$ cat src/hw/rtl/mkd_pkg.sv
// shared constants, types and the morse lookup table for the key decoder
// no dependencies
`default_nettype none

package mkd_pkg;

    localparam int MAX_SYMBOLS = 5;
    localparam int SYM_W       = MAX_SYMBOLS;
    localparam int COUNT_W     = $clog2(MAX_SYMBOLS + 1);

    localparam int MS_W        = 16;
    localparam int KIND_W      = 3;
    localparam int CHAR_W      = 7;

    localparam int APB_ADDR_W  = 3;
    localparam int APB_DATA_W  = 32;

    // register index taken from paddr[2]
    localparam logic REG_DOT_LIMIT  = 1'b0;
    localparam logic REG_DASH_LIMIT = 1'b1;

    localparam logic [MS_W-1:0] DOT_LIMIT_RESET  = 16'd400;
    localparam logic [MS_W-1:0] DASH_LIMIT_RESET = 16'd800;

    localparam logic [KIND_W-1:0] KIND_DOT       = 3'd0;
    localparam logic [KIND_W-1:0] KIND_DASH      = 3'd1;
    localparam logic [KIND_W-1:0] KIND_CHAR      = 3'd2;
    localparam logic [KIND_W-1:0] KIND_NOT_FOUND = 3'd3;
    localparam logic [KIND_W-1:0] KIND_FULL      = 3'd4;

    typedef struct packed {
        logic [MS_W-1:0] dot_limit;
        logic [MS_W-1:0] dash_limit;
    } cfg_t;

    // pattern bit i is symbol i, 1 = dash; returns 0 when no letter or digit matches
    function automatic logic [CHAR_W-1:0] morse_lookup(
        input logic [SYM_W-1:0]   bits,
        input logic [COUNT_W-1:0] count
    );
        logic [CHAR_W-1:0] ch;
        ch = '0;
        case (count)
            COUNT_W'(1):
            begin
                case (bits[0])
                    1'b0:    ch = 7'h65; // e
                    1'b1:    ch = 7'h74; // t
                    default: ch = '0;
                endcase
            end
            COUNT_W'(2):
            begin
                case (bits[1:0])
                    2'b10:   ch = 7'h61; // a
                    2'b00:   ch = 7'h69; // i
                    2'b11:   ch = 7'h6d; // m
                    2'b01:   ch = 7'h6e; // n
                    default: ch = '0;
                endcase
            end
            COUNT_W'(3):
            begin
                case (bits[2:0])
                    3'b001:  ch = 7'h64; // d
                    3'b011:  ch = 7'h67; // g
                    3'b101:  ch = 7'h6b; // k
                    3'b111:  ch = 7'h6f; // o
                    3'b010:  ch = 7'h72; // r
                    3'b000:  ch = 7'h73; // s
                    3'b100:  ch = 7'h75; // u
                    3'b110:  ch = 7'h77; // w
                    default: ch = '0;
                endcase
            end
            COUNT_W'(4):
            begin
                case (bits[3:0])
                    4'b0001: ch = 7'h62; // b
                    4'b0101: ch = 7'h63; // c
                    4'b0100: ch = 7'h66; // f
                    4'b0000: ch = 7'h68; // h
                    4'b1110: ch = 7'h6a; // j
                    4'b0010: ch = 7'h6c; // l
                    4'b0110: ch = 7'h70; // p
                    4'b1011: ch = 7'h71; // q
                    4'b1000: ch = 7'h76; // v
                    4'b1001: ch = 7'h78; // x
                    4'b1101: ch = 7'h79; // y
                    4'b0011: ch = 7'h7a; // z
                    default: ch = '0;
                endcase
            end
            COUNT_W'(5):
            begin
                case (bits[4:0])
                    5'b11111: ch = 7'h30;
                    5'b11110: ch = 7'h31;
                    5'b11100: ch = 7'h32;
                    5'b11000: ch = 7'h33;
                    5'b10000: ch = 7'h34;
                    5'b00000: ch = 7'h35;
                    5'b00001: ch = 7'h36;
                    5'b00011: ch = 7'h37;
                    5'b00111: ch = 7'h38;
                    5'b01111: ch = 7'h39;
                    default:  ch = '0;
                endcase
            end
            default: ch = '0;
        endcase
        return ch;
    endfunction

endpackage

`default_nettype wire

$ cat src/hw/rtl/mkd_cfg_regs.sv
// apb register file holding the dot and dash duration limits
// depends on mkd_pkg
`default_nettype none

module mkd_cfg_regs (
    input  wire logic                             clk,
    input  wire logic                             rst_n,
    input  wire logic                             psel,
    input  wire logic                             penable,
    input  wire logic                             pwrite,
    input  wire logic [mkd_pkg::APB_ADDR_W-1:0]   paddr,
    input  wire logic [mkd_pkg::APB_DATA_W-1:0]   pwdata,
    output logic      [mkd_pkg::APB_DATA_W-1:0]   prdata,
    output logic                                  pready,
    output mkd_pkg::cfg_t                         cfg
);

    logic [mkd_pkg::MS_W-1:0] dot_limit_reg;
    logic [mkd_pkg::MS_W-1:0] dash_limit_reg;
    logic                     wr_en;
    logic                     reg_sel;

    assign pready  = 1'b1;
    assign wr_en   = psel && penable && pwrite;
    // word-aligned decode, low address bits ignored
    assign reg_sel = paddr[2];

    always_ff @(posedge clk or negedge rst_n)
    begin
        if (!rst_n)
        begin
            dot_limit_reg  <= mkd_pkg::DOT_LIMIT_RESET;
            dash_limit_reg <= mkd_pkg::DASH_LIMIT_RESET;
        end
        else if (wr_en)
        begin
            case (reg_sel)
                mkd_pkg::REG_DOT_LIMIT:  dot_limit_reg  <= pwdata[mkd_pkg::MS_W-1:0];
                mkd_pkg::REG_DASH_LIMIT: dash_limit_reg <= pwdata[mkd_pkg::MS_W-1:0];
                default: ;
            endcase
        end
    end

    always_comb
    begin
        case (reg_sel)
            mkd_pkg::REG_DOT_LIMIT:
                prdata = mkd_pkg::APB_DATA_W'(dot_limit_reg);
            mkd_pkg::REG_DASH_LIMIT:
                prdata = mkd_pkg::APB_DATA_W'(dash_limit_reg);
            default:
                prdata = '0;
        endcase
    end

    assign cfg.dot_limit  = dot_limit_reg;
    assign cfg.dash_limit = dash_limit_reg;

endmodule

`default_nettype wire

$ cat src/hw/rtl/morse_key_decoder_unit.sv
// morse key decoder: timed key presses in, symbol and character events out
// depends on mkd_pkg and mkd_cfg_regs
//
// input channel: in_valid / in_stall carrying press_ms, one key press per request
// output channel: out_valid / out_stall carrying kind and character, exactly one
//   result per accepted press, in order
// a press at or above dash_limit looks up the stored pattern and clears it; else a
//   full pattern gives full and is cleared, below dot_limit adds a dot, else a dash
// results go to the output register, or the skid register on a stall; throughput:
//   one press per cycle while in_stall is low; classification, pattern update and
//   the table lookup all sit between the pattern register and the output register
// when out_stall holds a result, one more press is taken into a skid register and
//   in_stall then rises until the output register drains; pready is always high
// reset clears the pattern and both output valid flags; limits return to 400 / 800
// the user writes limits over the apb port only while the block is idle, unenforced
`default_nettype none

module morse_key_decoder_unit (
    input  wire logic                             clk,
    input  wire logic                             rst_n,
    input  wire logic                             psel,
    input  wire logic                             penable,
    input  wire logic                             pwrite,
    input  wire logic [mkd_pkg::APB_ADDR_W-1:0]   paddr,
    input  wire logic [mkd_pkg::APB_DATA_W-1:0]   pwdata,
    output logic      [mkd_pkg::APB_DATA_W-1:0]   prdata,
    output logic                                  pready,
    input  wire logic                             in_valid,
    output logic                                  in_stall,
    input  wire logic [mkd_pkg::MS_W-1:0]         press_ms,
    output logic                                  out_valid,
    input  wire logic                             out_stall,
    output logic      [mkd_pkg::KIND_W-1:0]       kind,
    output logic      [mkd_pkg::CHAR_W-1:0]       character
);

    mkd_pkg::cfg_t cfg;

    logic [mkd_pkg::SYM_W-1:0]   bits_reg;
    logic [mkd_pkg::SYM_W-1:0]   bits_next;
    logic [mkd_pkg::COUNT_W-1:0] count_reg;
    logic [mkd_pkg::COUNT_W-1:0] count_next;

    logic                        out_valid_reg;
    logic [mkd_pkg::KIND_W-1:0]  out_kind_reg;
    logic [mkd_pkg::CHAR_W-1:0]  out_char_reg;
    logic                        skid_valid_reg;
    logic [mkd_pkg::KIND_W-1:0]  skid_kind_reg;
    logic [mkd_pkg::CHAR_W-1:0]  skid_char_reg;

    logic [mkd_pkg::KIND_W-1:0]  res_kind;
    logic [mkd_pkg::CHAR_W-1:0]  res_char;
    logic [mkd_pkg::CHAR_W-1:0]  found_char;

    logic in_accept;
    logic out_free;
    logic is_end;
    logic is_full;
    logic is_dot;

    mkd_cfg_regs u_cfg (
        .clk     (clk),
        .rst_n   (rst_n),
        .psel    (psel),
        .penable (penable),
        .pwrite  (pwrite),
        .paddr   (paddr),
        .pwdata  (pwdata),
        .prdata  (prdata),
        .pready  (pready),
        .cfg     (cfg)
    );

    assign in_stall  = skid_valid_reg;
    assign in_accept = in_valid && !skid_valid_reg;
    // output register can take a new request this cycle
    assign out_free  = !out_valid_reg || !out_stall;

    assign is_end     = press_ms >= cfg.dash_limit;
    assign is_full    = count_reg >= mkd_pkg::COUNT_W'(mkd_pkg::MAX_SYMBOLS);
    assign is_dot     = press_ms < cfg.dot_limit;
    assign found_char = mkd_pkg::morse_lookup(bits_reg, count_reg);

    always_comb
    begin
        bits_next  = bits_reg;
        count_next = count_reg;
        res_char   = '0;
        if (is_end)
        begin
            res_char   = found_char;
            res_kind   = (found_char != '0) ? mkd_pkg::KIND_CHAR : mkd_pkg::KIND_NOT_FOUND;
            bits_next  = '0;
            count_next = '0;
        end
        else if (is_full)
        begin
            res_kind   = mkd_pkg::KIND_FULL;
            bits_next  = '0;
            count_next = '0;
        end
        else
        begin
            res_kind = is_dot ? mkd_pkg::KIND_DOT : mkd_pkg::KIND_DASH;
            if (!is_dot)
            begin
                for (int i = 0; i < mkd_pkg::MAX_SYMBOLS; i++)
                begin
                    if (count_reg == mkd_pkg::COUNT_W'(i))
                    begin
                        bits_next[i] = 1'b1;
                    end
                end
            end
            count_next = count_reg + mkd_pkg::COUNT_W'(1);
        end
    end

    always_ff @(posedge clk or negedge rst_n)
    begin
        if (!rst_n)
        begin
            bits_reg       <= '0;
            count_reg      <= '0;
            out_valid_reg  <= 1'b0;
            skid_valid_reg <= 1'b0;
        end
        else
        begin
            if (in_accept)
            begin
                bits_reg  <= bits_next;
                count_reg <= count_next;
            end
            if (out_free)
            begin
                out_valid_reg  <= skid_valid_reg || in_accept;
                skid_valid_reg <= 1'b0;
            end
            else if (in_accept)
            begin
                skid_valid_reg <= 1'b1;
            end
        end
    end

    // payload stages, no reset needed
    always_ff @(posedge clk)
    begin
        if (out_free)
        begin
            if (skid_valid_reg)
            begin
                out_kind_reg <= skid_kind_reg;
                out_char_reg <= skid_char_reg;
            end
            else if (in_accept)
            begin
                out_kind_reg <= res_kind;
                out_char_reg <= res_char;
            end
        end
        else if (in_accept)
        begin
            skid_kind_reg <= res_kind;
            skid_char_reg <= res_char;
        end
    end

    assign out_valid = out_valid_reg;
    assign kind      = out_kind_reg;
    assign character = out_char_reg;

endmodule

`default_nettype wire

$ cat config.mk
export PLATFORM = sky130hd
export DESIGN_NAME = morse_key_decoder_unit
export DESIGN_NICKNAME = d
export VERILOG_FILES = /design/src/hw/rtl/mkd_pkg.sv /design/src/hw/rtl/mkd_cfg_regs.sv /design/src/hw/rtl/morse_key_decoder_unit.sv
export SDC_FILE = /design/constraint.sdc
export NUM_CORES = 1
export LEC_CHECK = 0
export ABC_AREA = 1
export BUFFER_PORTS_ARGS = -buffer_cell sky130_fd_sc_hd__buf_2
export CAP_MARGIN = 20
export CELL_PAD_IN_SITES_DETAIL_PLACEMENT = 0
export CELL_PAD_IN_SITES_GLOBAL_PLACEMENT = 2
export CORE_UTILIZATION = 33
export DETAILED_ROUTE_END_ITERATION = 12
export PLACE_DENSITY = 0.88
export SYNTH_ARGS = -nofsm -noshare
export SYNTH_HDL_FRONTEND = slang
export SYNTH_SLANG_ARGS = --single-unit
$ cat constraint.sdc
create_clock -name clk -period 3.45 [get_ports clk]
set_clock_uncertainty 0.1 [all_clocks]
set_input_delay 0.1725 -clock clk [delete_from_list [all_inputs] [get_ports clk]]
set_output_delay 0.1725 -clock clk [all_outputs]
set_load 0.03 [all_outputs]
* Yosys cells after proc, flatten, opt, wreduce, memory -nomap -nowiden *
Memories as Yosys holds them, arrays and structs flattened.
Cells that the tools add are included.

word-level totals
  register bits = 62
  ROM bits = 344
  logic and storage cells = 85
  memories = 3

operators by class
  add/subtract/negate cells = 1
  magnitude comparators = 3
  equal/unequal tests = 9
  multiplexer cells = 25
  bitwise gates (word level) = 3
  reduce and logical (&&, ||, !) cells = 27

memories
  name             words  bits a word  read ports  clocked after memory_dff  wr ports  RTL line       text
  (no name shown)  32     6            1           0                         0         mkd_pkg.sv:96  case (bits[4:0])
  (no name shown)  16     7            1           0                         0         mkd_pkg.sv:78  case (bits[3:0])
  (no name shown)  8      5            1           0                         0         mkd_pkg.sv:64  case (bits[2:0])

operators by type and width
  cell                   number
  $pmux W32 S2           1
  $pmux W7 S5            1
  $pmux W7 S4            1
  $mux W7                3
  $mux W3                6
  $ge A16 B16 Y1         1
  $lt A16 B16 Y1         1
  $mux W5                3
  $reduce_and A3 Y1      5
  $reduce_bool A3 Y1     5
  $pmux W7 S2            1
  $mux W1                9
  $reduce_and A2 Y1      4
  $reduce_bool A7 Y1     1
  $eq A3 B2 Y1 const B   2
  $eq A3 B3 Y1 const B   2
  $eq A2 B2 Y1 const B   2
  $reduce_bool A2 Y1     2
  $add A3 B1 Y3 const B  1
  $eq A3 B1 Y1 const B   1
  $ge A3 B3 Y1 const B   1
  $logic_and A1 B1 Y1    3
  $logic_not A1 Y1       3
  $logic_not A3 Y1       1
  other kinds (5)        8

* Longest topological paths before layout *
  word-level depth = 8
  gate-level depth with buffers = 16
  mapped depth without buffers = 16

* Cells and area by module *
From an unflattened synthesis, not the netlist that was laid out.

second synthesis, totals
  cells, all modules = 596
  area total of the unflattened synthesis = 4,370.4 µm²

modules (own cells, without submodules)
  module                  times used  cells an instance  area each (µm²)  seq. area each (µm²)
  morse_key_decoder_unit  1           383                2,735.1          850.8
  mkd_cfg_regs            1           213                1,635.3          808.3

* Worst setup path after synthesis *
No wires, ideal clock.

  kind = register to register
  from = register u_cfg.dash_limit_reg[5] (netlist name)
  to = register out_kind_reg (netlist bit kind[0]) (data pin)
  setup time = 0.252 ns
  arrival time = 1.637 ns
  required time = 3.098 ns
  setup slack = 1.461 ns
  cell stages (with the launch flop) = 14
  period minus slack after synthesis = 1.989 ns
  path through = dfstp_2 -> inv_1 -> ha_1 -> a21oi_1 -> nor2_1 -> nor2_1 -> nand2_1 -> nand2_1 -> nand3_1 -> buf_4 -> nand3_1 -> nand2_1 -> nand2_1 -> nand2_1

on the way
  cells in the longest elaborated chain, start to end = 4

RTL lines
  element                 RTL line                       text
  from (decl)             mkd_cfg_regs.sv:19             logic [mkd_pkg::MS_W-1:0] dash_limit_reg;
  from (signal assigned)  mkd_cfg_regs.sv:33             dash_limit_reg <= mkd_pkg::DASH_LIMIT_RESET;
  from (signal assigned)  mkd_cfg_regs.sv:39             mkd_pkg::REG_DASH_LIMIT: dash_limit_reg <= pwdata[mkd_pkg::MS_W-1:0];
  $ge A16 B16 Y1          morse_key_decoder_unit.sv:79   assign is_end = press_ms >= cfg.dash_limit;
  net is_end              morse_key_decoder_unit.sv:57   logic is_end;
  $mux W3                 morse_key_decoder_unit.sv:89   if (is_end)
  net res_kind (one bit)  morse_key_decoder_unit.sv:51   logic [mkd_pkg::KIND_W-1:0] res_kind;
  $mux W3                 morse_key_decoder_unit.sv:157  else if (in_accept)
  $mux W3                 morse_key_decoder_unit.sv:152  if (skid_valid_reg)
  to (signal assigned)    morse_key_decoder_unit.sv:154  out_kind_reg <= skid_kind_reg;
  to (signal assigned)    morse_key_decoder_unit.sv:159  out_kind_reg <= res_kind;
  to (decl)               morse_key_decoder_unit.sv:45   logic [mkd_pkg::KIND_W-1:0] out_kind_reg;

The timed path passes the listed nets, and every way through them passes these cells. The select of a mux whose other input is x is not followed.
A chain may end at the register's enable or synchronous reset.

* Worst setup path after layout *
  from = register u_cfg.dash_limit_reg[9] (netlist name)
  to = register out_kind_reg (netlist bit kind[0]) (data pin)

on the way
  cells in the longest elaborated chain, start to end = 4

RTL lines
  element                 RTL line
  $ge A16 B16 Y1          morse_key_decoder_unit.sv:79
  $mux W3                 morse_key_decoder_unit.sv:89
  net res_kind (one bit)  morse_key_decoder_unit.sv:51
  $mux W3                 morse_key_decoder_unit.sv:157
  $mux W3                 morse_key_decoder_unit.sv:152

The timed path passes the listed nets, and every way through them passes these cells. The select of a mux whose other input is x is not followed.

==> key figures <==
Worst setup path
  • Worst Reg-to-Reg Cells: 15
  • Worst setup startpoint: u_cfg.dash_limit_reg[9]
  • Setup CP Type: reg2reg
  • Flop-to-flop setup slack: 820 ps
  • Critical Path Sink Type: flop
  • CP max FO: 11
  • Critical path arrival: 2720 ps
  • CP Data Required Time: 3540 ps
  • Crit path to: kind[0]
  • Worst r2r src: u_cfg.dash_limit_reg[9]
  • Reg-to-reg endpoint: kind[0]
  • Setup crit start kind: flop

Pwr
  • Worst ir drop on vdd: 0.238 mV
  • PD cells: 631 nW/um^2
  • Leak Pwr: 2.58 nW

Synthesis
  • Register area share after synthesis: 39.2%
  • Commonest cells post-synth: 160 x nand2_1, 92 x inv_1, 66 x o21ai_0, 43 x ha_1, 36 x dfrtp_1
  • Yosys top cell area share: 21.3%
  • Largest family of logic cells by synthesized area: simple AND/OR/NAND/NOR gates
  • Synth area leader: dfrtp_1
  • Distinct cells, synth: 38
  • Synth Area in Adders: 12.7%
  • Mapped cell area: 4230 um^2
  • Syn avg cell area: 7.54 um^2
  • Synth Area in Compound Gates: 12.9%
  • Seq cells post-synth: 62
  • Post-synthesis cell count: 561
  • Synth Flop Type: dfrtp_1
  • Asr flop ratio synth: 67.7%
  • Top cells by area, synth: dfrtp_1 21%, edfxtp_1 14%, nand2_1 14%, ha_1 13%, inv_1 8.2%
  • Number of enable flip-flop cells after synthesis: 20
  • XOR/XNOR Fraction of Synth Area: 0%
  • Most instantiated library cell after synthesis: nand2_1
  • Post-Synth Simple-Gate Area: 21.5%
  • Synthesis Warnings: 0
  • Post-synthesis mux area share: 0%

STA
  • Final Cycle Share: 76.1%
  • RSZ-0062 raised after global routing: no
  • Worst-margin pin slew: 1010 ps
  • Pins Over Slew Limit: 0
  • Highest clock rate: 381 MHz
  • Tmin final: 2630 ps
  • Final number of hold-violating endpoints: 1
  • Hold slack final: -4.57 ps
  • Finish-stage setup viols: 0
  • Setup tns final: 0 ps
  • Max_slew headroom: 32.5%

Finish
  • Fin area: 4980 um^2
  • Fillers: 1268
  • Antenna diodes: 0
  • Area Overhead vs Synth: 17.7%
  • Layout cells sized above 1: 15.4%
  • Final nets: 726

Route
  • Drt drc: 0
  • DRT antenna net count: 0
  • Number of vias per cell: 4.42
  • WL per Instance: 12.2 um
  • Via count: 3525
  • DRT Pass-1 Iters: 4
  • Final WL: 9740 um
  • DRT iter0 DRCs: 187

Placement
  • IO Port Bufs: 67
  • Dpl cell area: 4610 um^2
  • Detail Placement HPWL: 7360 um
  • Placer Congestion: 0.845

CTS
  • Worst skew pair latency: 320 ps
  • TritonCTS Buffers: 9
  • Number of post-CTS setup repair buffers: 0
  • Root buffer cell: clkbuf_16
  • Clk sinks: 62
  • CTS tree: yes
  • Reg clk slew, reported paths: 50 ps
  • # H-tree levels: 3
  • CTS max path bufs: 2

GRT
  • Vias in the first global route: 3368
  • Grt total ovfl: 0
  • First-pass GRT wire length: 16000 um
  • Initial antenna violation count: 0
  • GRT Total Usage: 15.6%
  • Largest net degree at the start of global routing: 43

Outcome
  • Violations in the final reports: hold timing
  • Status: complete, but fails checks

Floorplan
  • Core Rows: 40
  • Total die area: 13300 um^2
  • Die Ht: 115 um
  • Core area: 12300 um^2
  • Initial core utilization: 34.5%
  • Die Wd: 115 um
  • Number of I/O pins: 103

Run
  • Max Cap Viol: 0

Hold path
  • Hold_sp: pwdata[8]
  • Min-delay worst type: in2reg
[placed cells by master (no fill, tap or decap), types with 3 or more instances in the layout]
cell / count
a21oi_1: 24
a31oi_1: 3
buf_2: 67
clkbuf_16: 9
clkbuf_8: 4
conb_1: 17
dfrtp_1: 36
dfstp_2: 6
dlygate4sd3_1: 4
edfxtp_1: 20
ha_1: 43
inv_1: 92
nand2_1: 160
nand3_1: 21
nor2_1: 28
o211ai_1: 3
o21ai_0: 66
[worst min path at each step]
| stage | to | slack (ps) | depth (start not counted) |
|---|---|---|---|
| 6_report | u_cfg.dot_limit_reg[8] | -5 | 3 |
| 3_5_place_dp | u_cfg.dot_limit_reg[12] | 280 | 1 |
| 4_1_cts | u_cfg.dot_limit_reg[8] | 0.04 | 3 |
| 5_1_grt | u_cfg.dot_limit_reg[6] | 20 | 3 |
| 3_3_place_gp | u_cfg.dot_limit_reg[12] | 280 | 1 |
| 2_1_floorplan | bits_reg[0] | -220 | 0 |
[logic make-up after synthesis]
kind of cell	Yosys count
and+or+nand+nor	223
adders and majority gates	43
other	2
DFF	62
buffers and inverters	127
AOI/OAI and AO/OA	104
[what timing repair did]
action | 4_1_cts | 5_1_grt
hold buffers | 4 | 0
gates resized for setup | 0 | 0
endpoints found under the hold margin | 39 | 0
[cell type report]
type | count | area [um^2] | area share, %
clock inverters | 2 | 15.0 | 0.302
well taps | 168 | 210 | 4.22
flip-flops and latches | 62 | 1660 | 33.3
inverters | 93 | 352 | 7.06
repair buffers | 72 | 403 | 8.09
multi-input cells | 387 | 2060 | 41.3
clock buffers | 14 | 284 | 5.70
[report_power, final]
part	switching [mW]	total, mW	internal [mW]
logic	0.808	1.21	0.406
registers	0.127	1.06	0.933
clock network	0.303	0.868	0.564
[critical path, stage by stage (launching register included)]
cell and delay [ps]:
dfstp_2 540, inv_1 40, ha_1 280, nand2_1 70, nand2_1 40, nand2_1 50
nand2_1 50, nand2_1 50, nand3_1 100, inv_1 70, nand3_1 320, nor2_1 460
nand2_1 120, nand2_1 100, nand2_1 60, nand2_1 50
[routing by layer]
metal  track usage, %  up-vias  routed length (um)
met5                0        -                   0
met4             5.19        0                  59
met3             3.37        4                 381
met2             24.7       77                4400
met1             21.1     1565                4900
li1                 -     1879                   -
[stage by stage]
step / cells / utilization (%) / power [mW] / setup slack [ps]
3_3_place_gp: 777 / 37.6 / 2.27 / 870
3_5_place_dp: 777 / 37.6 / 2.29 / 818
5_1_grt: 798 / 40.6 / 3.40 / 586
4_1_cts: 797 / 40.4 / 3.17 / 799
6_report: 798 / 40.6 / 3.14 / 823
2_1_floorplan: 576 / - / 2.00 / 1460
(Power assumes the default switching activity.)
